--- config.mk ---
export PLATFORM = sky130hd
export DESIGN_NAME = multichannel_adc_sample_unpacker_top
export DESIGN_NICKNAME = d
export VERILOG_FILES = /design/src/rtl/masu_pkg.sv /design/src/rtl/masu_regs.sv /design/src/rtl/masu_unpack.sv /design/src/rtl/multichannel_adc_sample_unpacker_top.sv
export SDC_FILE = /design/constraint.sdc
export NUM_CORES = 1
export LEC_CHECK = 0
export BUFFER_PORTS_ARGS = -buffer_cell sky130_fd_sc_hd__buf_2
export CAP_MARGIN = 15
export CORE_MARGIN = 1.5
export CORE_UTILIZATION = 35
export CTS_BUF_LIST = sky130_fd_sc_hd__clkbuf_16
export DETAILED_ROUTE_END_ITERATION = 16
export SLEW_MARGIN = 20
export SYNTH_ARGS = -nofsm -noshare
export SYNTH_HDL_FRONTEND = slang
export SYNTH_HIERARCHICAL = 1
export SYNTH_SLANG_ARGS = --single-unit
--- constraint.sdc ---
create_clock -name clk -period 6.3 [get_ports clk]
set_input_delay 0.315 -clock clk [delete_from_list [all_inputs] [get_ports clk]]
set_output_delay 0.315 -clock clk [all_outputs]
set_load 0.01 [all_outputs]
--- src/rtl/masu_pkg.sv ---
// Shared types, constants and a helper function for the multichannel ADC sample unpacker.
// Used by masu_regs, masu_unpack, the top level and the checker; depends on nothing.
package masu_pkg;

  // Channel layout: groups of channels, each group padded to a byte boundary.
  localparam int GROUP_COUNT        = 4;
  localparam int CHANNELS_PER_GROUP = 8;
  localparam int TRIGGER_CHANNELS   = 8;
  localparam int SLOT_TOTAL         = GROUP_COUNT * CHANNELS_PER_GROUP;
  localparam int SLOT_W             = $clog2(SLOT_TOTAL + 1);
  localparam int COMP_MAX           = 63;

  // Block length limits in bytes.
  localparam int PAD_MIN = 1;
  localparam int PAD_MAX = 64;
  localparam int BYTE_CNT_W = 7;

  // Configuration port geometry: seven registers at 8-byte spacing.
  localparam int REG_COUNT  = 7;
  localparam int CFG_DATA_W = 64;
  localparam int CFG_ADDR_W = $clog2(8 * REG_COUNT);

  // Register indexes.
  typedef enum logic [2:0] {
    REG_WIDTH_MODE = 3'd0,
    REG_ENABLED    = 3'd1,
    REG_PADDED     = 3'd2,
    REG_TRIG_ARMED = 3'd3,
    REG_TRIG_MODES = 3'd4,
    REG_LEVELS_LO  = 3'd5,
    REG_LEVELS_HI  = 3'd6
  } reg_idx_t;

  // Sample width codes; the unused code behaves as 14 bits.
  localparam logic [1:0] WMODE_8  = 2'd0;
  localparam logic [1:0] WMODE_12 = 2'd1;
  localparam logic [1:0] WMODE_14 = 2'd2;

  // Trigger mode codes; the unused code behaves as below-level.
  localparam logic [1:0] TRIG_OFF   = 2'd0;
  localparam logic [1:0] TRIG_ABOVE = 2'd1;
  localparam logic [1:0] TRIG_BELOW = 2'd2;

  typedef logic [SLOT_W-1:0]     slot_t;
  typedef logic [SLOT_TOTAL-1:0] slot_vec_t;

  // Configuration as seen by the datapath.
  typedef struct packed {
    logic [1:0]  width_mode;
    logic [31:0] enabled;
    logic [6:0]  padded;
    logic        armed;
    logic [15:0] modes;
    logic [63:0] levels_lo;
    logic [63:0] levels_hi;
  } cfg_t;

  // One unpacked sample.
  typedef struct packed {
    logic [13:0] sample_value;
    logic [4:0]  physical_channel;
    logic [4:0]  active_channel;
    logic        trigger_hit;
    logic [31:0] block_number;
    logic        last_in_block;
  } result_t;

  // Index of the lowest set bit, or SLOT_TOTAL when no bit is set.
  function automatic slot_t find_first(input slot_vec_t v);
    slot_t idx;
    idx = slot_t'(SLOT_TOTAL);
    for (int i = SLOT_TOTAL - 1; i >= 0; i--) begin
      if (v[i]) begin
        idx = slot_t'(i);
      end
    end
    return idx;
  endfunction

endpackage

--- src/rtl/masu_regs.sv ---
// APB-style configuration register file of the sample unpacker.
// Depends on masu_pkg for register indexes, reset values and the cfg_t struct.
module masu_regs (
  input  logic                            clk,
  input  logic                            rst_n,
  input  logic                            psel,
  input  logic                            penable,
  input  logic                            pwrite,
  input  logic [masu_pkg::CFG_ADDR_W-1:0] paddr,
  input  logic [masu_pkg::CFG_DATA_W-1:0] pwdata,
  output logic [masu_pkg::CFG_DATA_W-1:0] prdata,
  output logic                            pready,
  output masu_pkg::cfg_t                  cfg
);
  import masu_pkg::*;

  logic [1:0]  width_mode_r;
  logic [31:0] enabled_r;
  logic [6:0]  padded_r;
  logic        armed_r;
  logic [15:0] modes_r;
  logic [63:0] levels_lo_r;
  logic [63:0] levels_hi_r;
  logic        wr_en;
  reg_idx_t    idx;

  // Registers sit at 8-byte spacing; the low address bits are ignored.
  assign idx    = reg_idx_t'(paddr[CFG_ADDR_W-1:3]);
  assign wr_en  = psel & penable & pwrite;
  assign pready = 1'b1;

  // Register writes complete in the access phase.
  always_ff @(posedge clk) begin
    if (!rst_n) begin
      width_mode_r <= WMODE_14;
      enabled_r    <= 32'hFFFF_FFFF;
      padded_r     <= 7'd56;
      armed_r      <= 1'b0;
      modes_r      <= 16'h0000;
      levels_lo_r  <= 64'h0;
      levels_hi_r  <= 64'h0;
    end else if (wr_en) begin
      unique case (idx)
        REG_WIDTH_MODE: width_mode_r <= pwdata[1:0];
        REG_ENABLED:    enabled_r    <= pwdata[31:0];
        REG_PADDED:     padded_r     <= pwdata[6:0];
        REG_TRIG_ARMED: armed_r      <= pwdata[0];
        REG_TRIG_MODES: modes_r      <= pwdata[15:0];
        REG_LEVELS_LO:  levels_lo_r  <= pwdata;
        REG_LEVELS_HI:  levels_hi_r  <= pwdata;
        default: ;
      endcase
    end
  end

  // Read-back multiplexer.
  always_comb begin
    unique case (idx)
      REG_WIDTH_MODE: prdata = CFG_DATA_W'(width_mode_r);
      REG_ENABLED:    prdata = CFG_DATA_W'(enabled_r);
      REG_PADDED:     prdata = CFG_DATA_W'(padded_r);
      REG_TRIG_ARMED: prdata = CFG_DATA_W'(armed_r);
      REG_TRIG_MODES: prdata = CFG_DATA_W'(modes_r);
      REG_LEVELS_LO:  prdata = levels_lo_r;
      REG_LEVELS_HI:  prdata = levels_hi_r;
      default:        prdata = '0;
    endcase
  end

  assign cfg.width_mode = width_mode_r;
  assign cfg.enabled    = enabled_r;
  assign cfg.padded     = padded_r;
  assign cfg.armed      = armed_r;
  assign cfg.modes      = modes_r;
  assign cfg.levels_lo  = levels_lo_r;
  assign cfg.levels_hi  = levels_hi_r;

endmodule

--- src/rtl/masu_unpack.sv ---
// Unpacking state and single-pass datapath: bit accumulator, slot search, trigger compare.
// Depends on masu_pkg for the channel layout, cfg_t, result_t and find_first.
module masu_unpack (
  input  logic              clk,
  input  logic              rst_n,
  input  masu_pkg::cfg_t    cfg,
  input  logic              word_fire,
  input  logic [7:0]        payload_byte,
  output logic              emit,
  output masu_pkg::result_t result
);
  import masu_pkg::*;

  logic [23:0]           acc_r, acc_nxt;
  logic [4:0]            held_r, held_nxt;
  slot_t                 slot_r, slot_nxt;
  logic [5:0]            comp_r, comp_nxt;
  logic [BYTE_CNT_W-1:0] count_r, count_nxt;
  logic [31:0]           blocks_r, blocks_nxt;

  slot_vec_t             slot_en;
  slot_vec_t             above;
  slot_vec_t             rest;
  slot_t                 slot0;
  slot_t                 nxt;
  logic                  has_slot;
  logic                  last;
  logic                  grp_change;
  logic [4:0]            width;
  logic [13:0]           wmask;
  logic [4:0]            held_cap;
  logic [4:0]            held;
  logic [4:0]            shift;
  logic [23:0]           acc_new;
  logic [23:0]           shifted;
  logic [13:0]           value;
  logic [BYTE_CNT_W-1:0] pad_len;
  logic [BYTE_CNT_W-1:0] count_inc;
  logic                  trig_ok;
  logic [2:0]            trig_idx;
  logic [1:0]            trig_mode;
  logic [127:0]          levels;
  logic [15:0]           level;
  logic                  lvl_below_val;
  logic                  lvl_above_val;
  logic                  hit;

  // Sample width and value mask.
  always_comb begin
    unique case (cfg.width_mode)
      WMODE_8: begin
        width = 5'd8;
        wmask = 14'h00FF;
      end
      WMODE_12: begin
        width = 5'd12;
        wmask = 14'h0FFF;
      end
      default: begin
        width = 5'd14;
        wmask = 14'h3FFF;
      end
    endcase
  end

  // Current slot is the first enabled one at or after the stored slot;
  // the following one is the next set bit above it.
  assign slot_en  = slot_vec_t'(cfg.enabled);
  assign above    = slot_en & ({SLOT_TOTAL{1'b1}} << slot_r);
  assign rest     = above & (above - slot_vec_t'(1));
  assign slot0    = find_first(above);
  assign nxt      = find_first(rest);
  assign has_slot = (above != '0);
  assign last     = (rest == '0);
  assign grp_change = (slot0 / CHANNELS_PER_GROUP) != (nxt / CHANNELS_PER_GROUP);

  // Shift the new byte in and pick the sample out of the top held bits.
  assign held_cap = (held_r > 5'd16) ? 5'd16 : held_r;
  assign held     = held_cap + 5'd8;
  assign acc_new  = {acc_r[15:0], payload_byte};
  assign emit     = has_slot && (held >= width);
  assign shift    = held - width;
  assign shifted  = acc_new >> shift;
  assign value    = shifted[13:0] & wmask;

  // Padded block length, clamped to the legal range.
  always_comb begin
    if (cfg.padded < 7'(PAD_MIN)) begin
      pad_len = BYTE_CNT_W'(PAD_MIN);
    end else if (cfg.padded > 7'(PAD_MAX)) begin
      pad_len = BYTE_CNT_W'(PAD_MAX);
    end else begin
      pad_len = BYTE_CNT_W'(cfg.padded);
    end
  end

  assign count_inc = (count_r == {BYTE_CNT_W{1'b1}}) ? count_r : count_r + 1'b1;

  // Level trigger on the first compacted channels.
  assign trig_ok   = cfg.armed && (comp_r < 6'(TRIGGER_CHANNELS));
  assign trig_idx  = comp_r[2:0];
  assign trig_mode = cfg.modes[{trig_idx, 1'b0} +: 2];
  assign levels    = {cfg.levels_hi, cfg.levels_lo};
  assign level     = levels[{trig_idx, 4'b0000} +: 16];
  assign lvl_below_val = $signed({level[15], level}) < $signed({3'b000, value});
  assign lvl_above_val = $signed({level[15], level}) > $signed({3'b000, value});

  always_comb begin
    hit = 1'b0;
    if (trig_ok) begin
      unique case (trig_mode)
        TRIG_OFF:   hit = 1'b0;
        TRIG_ABOVE: hit = lvl_below_val;
        default:    hit = lvl_above_val;
      endcase
    end
  end

  // Result fields for the sample completed by this byte.
  assign result.sample_value     = value;
  assign result.physical_channel = slot0[4:0];
  assign result.active_channel   = comp_r[4:0];
  assign result.trigger_hit      = hit;
  assign result.block_number     = blocks_r;
  assign result.last_in_block    = last;

  // Next state for one accepted byte.
  always_comb begin
    acc_nxt    = acc_r;
    held_nxt   = held_r;
    comp_nxt   = comp_r;
    blocks_nxt = blocks_r;
    count_nxt  = count_inc;
    slot_nxt   = emit ? nxt : slot0;
    if (has_slot) begin
      acc_nxt  = acc_new;
      held_nxt = held;
    end
    if (emit) begin
      held_nxt = (last || grp_change) ? 5'd0 : shift;
      if (comp_r < 6'(COMP_MAX)) begin
        comp_nxt = comp_r + 6'd1;
      end
    end
    if (slot_nxt == slot_t'(SLOT_TOTAL)) begin
      held_nxt = 5'd0;
      // Content done and padding consumed: start the next block.
      if (count_inc >= pad_len) begin
        blocks_nxt = blocks_r + 32'd1;
        count_nxt  = '0;
        slot_nxt   = '0;
        acc_nxt    = '0;
        comp_nxt   = '0;
      end
    end
  end

  // Unpacking state.
  always_ff @(posedge clk) begin
    if (!rst_n) begin
      acc_r    <= '0;
      held_r   <= '0;
      slot_r   <= '0;
      comp_r   <= '0;
      count_r  <= '0;
      blocks_r <= '0;
    end else if (word_fire) begin
      acc_r    <= acc_nxt;
      held_r   <= held_nxt;
      slot_r   <= slot_nxt;
      comp_r   <= comp_nxt;
      count_r  <= count_nxt;
      blocks_r <= blocks_nxt;
    end
  end

endmodule

--- src/rtl/multichannel_adc_sample_unpacker_top.sv ---
// Output: a sample completed by an accepted byte is registered and appears on the outputs in the next cycle.
// Throughput: one payload byte per cycle; the output register frees in the same cycle
// that its sample is taken, so a byte is accepted whenever the output is not stalled.
// Reset: synchronous, active low; clears the unpacking state and the output valid and
// loads the register defaults (14-bit samples, all channels, 56-byte blocks, trigger off).
// Depends on masu_pkg, masu_regs and masu_unpack.
module multichannel_adc_sample_unpacker_top (
  input  logic                            clk,
  input  logic                            rst_n,
  input  logic                            in_valid,
  output logic                            in_stall,
  input  logic [7:0]                      in_payload_byte,
  output logic                            out_valid,
  input  logic                            out_stall,
  output logic [13:0]                     out_sample_value,
  output logic [4:0]                      out_physical_channel,
  output logic [4:0]                      out_active_channel,
  output logic                            out_trigger_hit,
  output logic [31:0]                     out_block_number,
  output logic                            out_last_in_block,
  input  logic                            cfg_psel,
  input  logic                            cfg_penable,
  input  logic                            cfg_pwrite,
  input  logic [masu_pkg::CFG_ADDR_W-1:0] cfg_paddr,
  input  logic [masu_pkg::CFG_DATA_W-1:0] cfg_pwdata,
  output logic [masu_pkg::CFG_DATA_W-1:0] cfg_prdata,
  output logic                            cfg_pready
);
  import masu_pkg::*;

  cfg_t    cfg;
  result_t result;
  result_t out_r;
  logic    out_valid_r;
  logic    emit;
  logic    word_fire;

  masu_regs u_regs (
    .clk     (clk),
    .rst_n   (rst_n),
    .psel    (cfg_psel),
    .penable (cfg_penable),
    .pwrite  (cfg_pwrite),
    .paddr   (cfg_paddr),
    .pwdata  (cfg_pwdata),
    .prdata  (cfg_prdata),
    .pready  (cfg_pready),
    .cfg     (cfg)
  );

  // Byte handshake: stall only while a held sample is itself stalled.
  assign in_stall  = out_valid_r & out_stall;
  assign word_fire = in_valid & ~in_stall;

  masu_unpack u_unpack (
    .clk          (clk),
    .rst_n        (rst_n),
    .cfg          (cfg),
    .word_fire    (word_fire),
    .payload_byte (in_payload_byte),
    .emit         (emit),
    .result       (result)
  );

  // Output register.
  always_ff @(posedge clk) begin
    if (!rst_n) begin
      out_valid_r <= 1'b0;
    end else if (word_fire) begin
      out_valid_r <= emit;
    end else if (!out_stall) begin
      out_valid_r <= 1'b0;
    end
  end

  always_ff @(posedge clk) begin
    if (word_fire && emit) begin
      out_r <= result;
    end
  end

  assign out_valid            = out_valid_r;
  assign out_sample_value     = out_r.sample_value;
  assign out_physical_channel = out_r.physical_channel;
  assign out_active_channel   = out_r.active_channel;
  assign out_trigger_hit      = out_r.trigger_hit;
  assign out_block_number     = out_r.block_number;
  assign out_last_in_block    = out_r.last_in_block;

endmodule

==> results of run 1 <==
layout make-up:
cell class	count	area share, %
tap	680	4.08
timing repair buffer	239	6.17
antenna	3	0.0360
clock buffer	37	4.44
multi-input combinational	1498	50.0
inverter	64	1.15
sequential	317	33.2
clock inverter	28	0.912
power groups by stage:
stage	combinational [mW]	sequential, mW	clock, mW
4_1_cts	0.859	2.20	2.04
6_report	0.866	2.20	2.01
5_1_grt	0.936	2.21	2.13
3_5_place_dp	0.856	2.25	0
2_1_floorplan	0.583	2.23	0
3_3_place_gp	0.845	2.25	0
worst max-delay path by stage:
stage	depth (start not counted)	slack, ns	endpoint
3_3_place_gp	11	1.47	u_unpack/blocks_r[19]
6_report	11	1.17	u_unpack/blocks_r[14]
5_1_grt	11	0.90	u_unpack/blocks_r[18]
3_5_place_dp	11	1.39	u_unpack/blocks_r[14]
4_1_cts	11	1.35	u_unpack/blocks_r[14]
2_1_floorplan	13	1.16	out_active_channel[0]
state kept, by name (all words and copies together), names as in the netlist, 7 cells and up:
register            cells
u_regs/enabled_r       32
u_unpack/blocks_r      32
u_unpack/count_r        7
out_sample_value       14
u_regs/padded_r         7
u_regs/levels_lo_r     64
u_regs/modes_r         16
out_block_number       32
u_unpack/acc_r         16
u_regs/levels_hi_r     64
worst max-delay path, cell delays in order (launching register included):
cell,delay [ns]
dfxtp_1,0.76
nand2_1,0.35
o311ai_2,0.58
a31oi_1,0.26
nor4_1,0.48
a21oi_1,0.23
nor3_1,0.40
nand4_1,0.34
o22a_2,0.58
buf_4,0.34
or4_1,0.51
a21oi_1,0.16
cells by family after synthesis:
family          Yosys count  share of synthesized area (%)
buf+inv                 228                           5.91
fa+ha+maj                30                           2.04
simple gates            696                           17.8
mux                     277                           18.1
other cells               1                         0.0204
flops                   317                           37.6
compound gates          486                           18.2
xor+xnor                  8                          0.380
metal layers:
metal / vias up / routed length, um
li1: 7774 / -
met1: 7987 / 27200
met2: 700 / 28000
met3: 112 / 4500
met4: 0 / 2300
met5: - / 0
cell usage in the layout (no fill, tap or decap), types with 37 or more instances in the layout:
cell,instances
nand2_1,340
inv_1,65
nand3_1,67
o21ai_0,89
dfxtp_1,257
nor2_1,104
clkbuf_16,37
mux2i_1,212
mux4_2,42
buf_2,204
a22oi_1,73
a21oi_1,95
edfxtp_1,58
metrics by stage:
stage                     setup WS, ns  power (mW)  area [um2]  utilization [%]
final                             1.17        5.08       20900             40.4
after global placement            1.47        3.09       19700             38.2
after global routing             0.895        5.27       20900             40.4
after detailed placement          1.39        3.10       19700             38.2
after floorplan                   1.16        2.81       18400                -
after CTS                         1.35        5.10       20900             40.4
synth_stat cells (6+ instances only):
cell type  count
nand2_1      340
dfxtp_1      259
mux2i_1      212
nor2_1       105
a21oi_1       95
clkbuf_1      94
o21ai_0       89
a22oi_1       73
nand3_1       67
inv_1         60
edfxtp_1      58
mux4_2        42
o31ai_1       34
buf_2         27
or4_1         27
ha_1          26
mux2_2        23
nor3_1        22
and3_1        21
nor2b_1       20
o311ai_0      20
nand2b_1      19
o21a_1        18
o2bb2ai_1     16
buf_1         14
nand4_1       13
o22ai_1       13
o311ai_1      13
a31oi_1       12
buf_6         12
o211ai_1      12
or3_1         12
a221oi_1      11
buf_4         11
and2_1         9
a211oi_1       8
nor4_1         8
or2_2          7
buf_8          6
==> impl_results.md, run 1 <==
- Crit path launch type: flop
- Layout Nets: 2268
- GR met3 Demand/Resource: 2.83%
- Sw Ratio: 29.3%
- Hold EP: u_regs/levels_lo_r[49]
- Slew margin rel.: 24.1%
- PortBufs: 205
- Num CTS Buffers: 36
- Clk network pwr share: 39.6%
- 1st-iter DRT viols: 1537
- Clk_lat worst skew: 0.55 ns
- Area growth, synth to finish: 13.3%
- Longest Clk Path Bufs: 3
- Net Sw Power: 1.49 mW
- H-tree Lvls: 2
- Syn Nets: 2155
- Worst Path Required: 6.73 ns
- GRT Resource Usage Total: 22.1%
- Met1 usage: 30.3%
- Final setup violation count: 0
- Global placer's final weighted congestion: 0.920
- Initial antenna violation count: 1
- Hold wc startpoint: cfg_pwdata[49]
- P_leak: 7.90 nW
- Fmax: 195 MHz
- Starting density of the core: 35.7%
- Register area: 6930 um2
- GR Overflow Total: 0
- GR Util met2: 35.1%
- Synth Instances: 2043
- Internal Pwr Total: 3.59 mW
- Drt total wl: 62.0 mm
- WHS Path Cells: 3
- Crit path arrival time: 5.56 ns
- CP Capture Type: flop
- Die X: 232 um
- Mapped cell area: 18400 um2
- Clk pin slew, worst setup/hold paths: 0.06 ns
- Layout cells sized above 1: 17.9%
- Flops & latches, synth: 317
- Final hold vios: 0
- Setup repair bufs after CTS: 0
- Worst R2R End: u_unpack/blocks_r[14]
- Multi-input logic area: 10400 um2
- Post-route clock period utilization: 81.4%
- Post-cts sizing count: 0
- Die footprint: 54000 um2
- PwrDens: 243 nW/um2
- Clk root buf: clkbuf_16
- Die H: 232 um
- Detail Route Antenna Nets: 0
- Worst hold-check path type: input pin to flop
- Global-route wire length before repair: 92.6 mm
- Sink Count: 317
- IO Pins: 210
- Critical R2R Launch: u_unpack/slot_r[0]
- Synth Warn #: 6
- Outcome: complete, no violations
- Crit path max fanout: 50
- Via density: 5.78
- Fin. max-slew vios: 0
- Least-Margin Pin Slew: 1.14 ns
- Post-route DRC: 0
- Vias in the first global route: 15.7k
- Largest area contributor in the netlist: dfxtp_1
- DR WL/cell: 21.6 um
- Max cap viols: 0
- GR peak layer: met2
- Number of distinct library cells after synthesis: 92
- Reg2Reg Depth: 11
- Synthesized area per cell: 9.02 um2
- Hold WS: 0.0502 ns
- Ys async rst share: 0%
- RSZ-0062 raised after global routing: false
- Setup_tns: 0 ns
- Placed Cells: 2798
- Comb pwr share: 17.0%
- Top_reg_cell synth: dfxtp_1
- Site row count: 83
- Area contributors post-synth: dfxtp_1 (28%), mux2i_1 (12%), edfxtp_1 (9.5%)
- Final min period: 5.13 ns
- Worst clock skew: 0.0352 ns
- Via count: 16.6k
- Top cell type's share of synthesized area: 28.2%
- Crit. Startpoint: u_unpack/slot_r[0]
- Pin count of the biggest net entering global routing: 112
- Post-route insts no fill: 2866
- Fillers: 5109
- Flop pwr share: 43.4%
- Sequential share of the synthesized area: 37.6%
- DRT Pass-1 Iters: 6
- CTS tree: yes
- Post-synth EDFFs: 58
- CTS Hold Bufs: 0
- Critical path class: flop to flop
- R2R Setup Slk: 1.17 ns
- Max rail drop VDD: 0.178 mV
- Post-DP HPWL: 45.9 mm
- CORE AREA: 51600 um2
Power figures use the tool's default switching activity.
==> run 2: changes to the inputs <==
==> constraint.sdc (replaced) <==
create_clock -name clk -period 4.65 [get_ports clk]
set_input_delay 0.2325 -clock clk [delete_from_list [all_inputs] [get_ports clk]]
set_output_delay 0.2325 -clock clk [all_outputs]
set_load 0.01 [all_outputs]
==> impl_results.md, run 2 (synthesis results as in run 1) <==
- Final min period: 4.36 ns (-0.763 ns)
- Die X: 232 um (unchanged)
- GR Overflow Total: 0 (unchanged)
- RSZ-0062 raised after global routing: false
- Drt total wl: 62.7 mm (+1.2%)
- Fillers: 5043 (-1.3%)
- Post-DP HPWL: 46.9 mm (+2.0%)
- Final setup violation count: 0 (unchanged)
- Die H: 232 um (unchanged)
- Layout cells sized above 1: 18.6% (+0.72 points)
- Slew margin rel.: 28.9% (+4.9 points)
- DRT Pass-1 Iters: 5 (-1)
- Critical path class: flop to flop
- Worst hold-check path type: input pin to flop
- Die footprint: 54000 um2 (unchanged)
- Post-route DRC: 0 (unchanged)
- Worst clock skew: 0.0153 ns (-0.0198 ns)
- Via count: 16.9k (+1.7%)
- Crit. Startpoint: u_regs/width_mode_r[1]
- Hold WS: 0.0242 ns (-0.0260 ns)
- Crit path max fanout: 6 (-88%)
- Initial antenna violation count: 1 (unchanged)
- Sink Count: 317 (unchanged)
- Crit path arrival time: 4.76 ns (-0.80 ns)
- PortBufs: 205 (unchanged)
- Starting density of the core: 35.7% (unchanged)
- Vias in the first global route: 15.8k (+0.87%)
- Global-route wire length before repair: 94.2 mm (+1.8%)
- Max rail drop VDD: 0.244 mV (+37%)
- Via density: 5.74 (-0.70%)
- Outcome: complete, no violations
- Most common cell after layout, fill and taps aside: nand2_1
- 1st-iter DRT viols: 1653 (+7.5%)
- Pin count of the biggest net entering global routing: 96 (-14%)
- Post-route clock period utilization: 93.9% (+12 points)
- GRT Resource Usage Total: 22.5% (+0.38 points)
- Commonest non-fill, non-tap cells in the layout: nand2_1 (340), dfxtp_1 (257), mux2i_1 (212)
- Fin. max-slew vios: 0 (unchanged)
- Layout Nets: 2341 (+3.2%)
- Area growth, synth to finish: 17.3%
- PwrDens: 323 nW/um2 (+32%)
- Worst Path Required: 5.05 ns (-1.68 ns)
- Global placer's final weighted congestion: 0.905 (-1.7%)
- Longest Clk Path Bufs: 3 (unchanged)
- H-tree Lvls: 2 (unchanged)
- Regs by FF count: u_regs/levels_hi_r (64), u_regs/levels_lo_r (64)
- DR WL/cell: 21.4 um (-1.2%)
- Num CTS Buffers: 36 (unchanged)
- P_leak: 8.27 nW (+4.6%)
- Site row count: 83 (unchanged)
- Final hold vios: 0 (unchanged)
- CTS tree: yes
- Setup_tns: 0 ns (unchanged)
- Clk_lat worst skew: 0.54 ns (about the same)
- Detail Route Antenna Nets: 0 (unchanged)
- Critical R2R Launch: u_regs/width_mode_r[1]
- Clk root buf: clkbuf_16
- Max cap viols: 0 (unchanged)
- CORE AREA: 51600 um2 (unchanged)
- Hold wc startpoint: cfg_pwdata[41]
- IO Pins: 210 (unchanged)
- Fmax: 229 MHz (+17%)
- Clk pin slew, worst setup/hold paths: 0.06 ns (about the same)
- CP Capture Type: flop
- Crit path launch type: flop
- Least-Margin Pin Slew: 1.06 ns (-0.0726 ns)
==> run 2: changes by cell type in the layout (fill, tap and decap cells not counted), moves of 2 or more <==
cell | before | now
clkinv_2 | 8 | 3
inv_1 | 65 | 68
dlygate4sd3_1 | 0 | 42
buf_4 | 34 | 59
clkinv_1 | 11 | 9
buf_12 | 0 | 5
diode_2 | 3 | 1
==> run 2: per-stage QoR <==
stage	cell area (um2)	worst slack [ns]	cells	power (mW)	utilization, %
4_1_cts	21600	0.222	2934	7.00	41.8
3_5_place_dp	20100	0.275	2829	4.25	38.9
6_report	21600	0.286	2935	6.97	41.8
5_1_grt	21600	0.0773	2934	7.26	41.8
3_3_place_gp	20000	0.281	2828	4.23	38.8
2_1_floorplan	18400	0.123	2043	3.81	-
==> run 2: worst paths after layout <==
| kind | end | slack (ns) | depth (start not counted) |
|---|---|---|---|
| hold / removal | u_regs/levels_lo_r[41] | 0.02 | 3 |
| setup reg to reg | out_trigger_hit | 0.29 | 17 |
| setup / recovery | out_trigger_hit | 0.29 | 17 |
| hold reg to reg | out_block_number[31] | 0.46 | 0 |
==> run 2: metal layers <==
metal  wire length (um)  vias up  global-route usage [%]
met2              28700      690                    36.2
met1              27500     8153                    30.9
li1                   -     7920                       -
met5                  0        -                       0
met4               2130        0                    8.04
met3               4440       91                    2.67
==> run 2: cell type report <==
type                            instances  area, um2  share of cell area (%)
Antenna cell                            1       2.50                  0.0116
Tap cell                              680        851                    3.94
Clock buffer                           37        926                    4.29
Sequential cell                       317       6930                    32.1
Multi-Input combinational cell       1498      10400                    48.3
Timing Repair Buffer                  312       2020                    9.37
Clock inverter                         26        196                   0.909
Inverter                               64        240                    1.11
==> run 2: repair_timing <==
action / CTS / global route
hold endpoints to repair: 75 / 0
hold buffers: 42 / 0
endpoints found under the setup margin: 0 / 1
resized for setup: 0 / 1
buffers inserted: 0 / 0
==> run 2: critical path, stage by stage (launching register included) <==
cell	delay (ns)
dfxtp_1	0.37
or2_2	0.36
fa_2	0.65
buf_4	0.19
mux2i_1	0.21
nand2_1	0.08
a31oi_1	0.24
ha_1	0.28
nor2b_1	0.13
o21a_1	0.17
o21a_1	0.16
o21a_1	0.16
o21a_1	0.16
o21ai_0	0.18
a21oi_1	0.08
o21ai_0	0.23
mux2i_1	0.34
and4b_1	0.23
==> run 2: report_power, final <==
| group | switching [mW] | internal (mW) | total [mW] |
|---|---|---|---|
| Combinational | 0.774 | 0.476 | 1.25 |
| Clock | 1.17 | 1.56 | 2.74 |
| Sequential | 0.0829 | 2.89 | 2.98 |
==> run 3: changes to the inputs <==
==> constraint.sdc (replaced) <==
create_clock -name clk -period 4.65 [get_ports clk]
set_input_delay 1.1625 -clock clk [delete_from_list [all_inputs] [get_ports clk]]
set_output_delay 1.1625 -clock clk [all_outputs]
set_load 0.01 [all_outputs]
==> impl_results.md, run 3 (synthesis results as in run 1) <==
- Outcome: complete, no violations
- Commonest non-fill, non-tap cells in the layout: nand2_1 (340), dfxtp_1 (257), mux2i_1 (212)
- RSZ-0062 raised after global routing: false
- Slew margin rel.: 45.7% (+17 points)
- Num CTS Buffers: 37 (+2.8%)
- Placed Cells: 2847 (+0.64%)
- Initial antenna violation count: 4 (+3)
- Worst hold-check path type: flop to flop
- PwrDens: 334 nW/um2 (+3.5%)
- CTS Hold Bufs: 0 (-100%)
- Drt total wl: 62.9 mm (+0.22%)
- CP max-delay cell: fa_2
- Regs by FF count: u_regs/levels_hi_r (64), u_regs/levels_lo_r (64)
- Max rail drop VDD: 0.197 mV (-19%)
- Clk root buf: clkbuf_16
- Critical Path Most Common Cell: o21a_1
- WHS Path Cells: 2 (-1)
- Fmax: 229 MHz (-0.19%)
- Least-Margin Pin Slew: 0.815 ns (-0.248 ns)
- Clk network pwr share: 41.2% (+1.9 points)
- Final hold vios: 0 (unchanged)
- Sink Count: 317 (unchanged)
- Via count: 16.8k (-0.20%)
- Post-route DRC: 0 (unchanged)
- Slowest stage delay, CP: 0.71 ns (+0.06 ns)
- CTS tree: yes
- Fin. max-slew vios: 0 (unchanged)
- Sw Ratio: 29.0% (-0.17 points)
- DR WL/cell: 21.6 um (+0.84%)
- Crit path launch type: flop
- PortBufs: 205 (unchanged)
- Worst Path Required: 5.06 ns (about the same)
- Final min period: 4.37 ns (+0.00826 ns)
- Layout cells sized above 1: 19.9% (+1.3 points)
- Post-cts sizing count: 0 (unchanged)
- Worst R2R End: out_trigger_hit
- Setup_tns: 0 ns (unchanged)
- GRT Resource Usage Total: 22.7% (+0.25 points)
- CP Capture Type: flop
- H-tree Lvls: 2 (unchanged)
- Comb pwr share: 17.5% (-0.5 points)
- Critical path class: flop to flop
- Vias in the first global route: 15.7k (-0.86%)
- Crit path max fanout: 8 (+2)
- Final setup violation count: 0 (unchanged)
- CP top delay family: compound AO/OA/AOI/OAI gates
- Critical R2R Launch: u_regs/width_mode_r[1]
- Flop pwr share: 41.4% (-1.3 points)
- Net Sw Power: 2.08 mW (+2.3%)
- Layout Nets: 2318 (-0.98%)
- Hold WS: 0.463 ns (+0.438 ns)
- Die footprint: 54000 um2 (unchanged)
- Crit path arrival time: 4.78 ns (+0.02 ns)
- Global placer's final weighted congestion: 0.911 (+0.69%)
- Setup repair bufs after CTS: 0 (unchanged)
- Max cap viols: 0 (unchanged)
- Fillers: 5077 (+0.67%)
- Starting density of the core: 35.7% (unchanged)
- 1st-iter DRT viols: 1491 (-9.8%)
- Detail Route Antenna Nets: 0 (unchanged)
- Total power: 7.17 mW (+2.9%)
- R2R Setup Slk: 0.28 ns (about the same)
- Die X: 232 um (unchanged)
- Clk pin slew, worst setup/hold paths: 0.06 ns (about the same)
- Hold wc startpoint: u_unpack/held_r[2]
- WP depth: 17 (unchanged)
- Clk_lat worst skew: 0.57 ns (+0.03 ns)
- Pin count of the biggest net entering global routing: 85 (-11%)
- Die H: 232 um (unchanged)
- Worst clock skew: 0.0265 ns (+0.0112 ns)
- IO Pins: 210 (unchanged)
- Most common cell after layout, fill and taps aside: nand2_1
- Post-DP HPWL: 47.2 mm (+0.65%)
- Global-route wire length before repair: 94.5 mm (+0.24%)
- CP bufs+invs: 1 (unchanged)
- Internal Pwr Total: 5.09 mW (+3.2%)
- Via density: 5.77 (+0.41%)
- Reg2Reg Depth: 17 (unchanged)
- GR Overflow Total: 0 (unchanged)
- Post-route insts no fill: 2917 (-0.61%)
- CP cell instances: or2_2, fa_2, buf_4, mux2i_1, nor2_1, a31oi_1, ha_1, nor2b_1, o21a_1, o21a_1, o21a_1, o21a_1, o21ai_0, a21oi_1, o21ai_1, mux2i_1, and4b_1
- Hold EP: u_unpack/held_r[2]
- P_leak: 8.23 nW (-0.44%)
- Post-route clock period utilization: 94.0% (+0.18 points)
- DRT Pass-1 Iters: 6 (+1)
- CORE AREA: 51600 um2 (unchanged)
- Area growth, synth to finish: 16.6%
- Longest Clk Path Bufs: 3 (unchanged)
- Site row count: 83 (unchanged)
run 3: layout make-up:
class                      count  area [um2]  area share, %
antenna                        3        7.51         0.0349
clock buffer                  40        1000           4.66
clock inverter                27         231           1.08
inverter                      64         240           1.12
multi-input combinational   1498       10400           48.6
sequential                   317        6930           32.3
tap                          680         851           3.96
timing repair buffer         288        1790           8.35
run 3: through the flow:
stage                     setup slack (ns)  util, %  instance area (um2)
final                                0.277     41.6                21500
after global routing                0.0206     41.6                21500
after CTS                            0.173     41.6                21500
after detailed placement             0.128     39.2                20200
after global placement               0.108     39.2                20200
after floorplan                      0.123        -                18400
run 3: worst register-to-register path: stages (launching register included):
cell and delay [ns]:
dfxtp_1 0.37, or2_2 0.37, fa_2 0.71, buf_4 0.18
mux2i_1 0.27, nor2_1 0.07, a31oi_1 0.24, ha_1 0.29
nor2b_1 0.13, o21a_1 0.16, o21a_1 0.16, o21a_1 0.16
o21a_1 0.15, o21ai_0 0.14, a21oi_1 0.09, o21ai_1 0.19
mux2i_1 0.34, and4b_1 0.24
run 3: routing by layer:
metal,track usage (%),routed length (um)
met1,31.2,27800
met2,35.9,28600
met3,3.65,4300
met4,8.14,2220
met5,0,32
run 3: power by group through the flow:
stage	sequential (mW)	clock, mW	combinational, mW
after global routing	2.98	3.13	1.36
after detailed placement	3.03	0	1.24
after global placement	3.03	0	1.24
final	2.97	2.95	1.25
after CTS	2.97	3.02	1.24
after floorplan	3.02	0	0.791
run 3: how the worst max path moves through the flow:
stage	startpoint	end	slack, ns
after floorplan	u_unpack/held_r[4]	out_trigger_hit	0.12
after global placement	in_payload_byte[1]	out_trigger_hit	0.11
after detailed placement	in_payload_byte[1]	out_trigger_hit	0.13
after CTS	u_unpack/held_r[4]	out_trigger_hit	0.17
after global routing	u_regs/width_mode_r[1]	out_trigger_hit	0.02
final	u_regs/width_mode_r[1]	out_trigger_hit	0.28
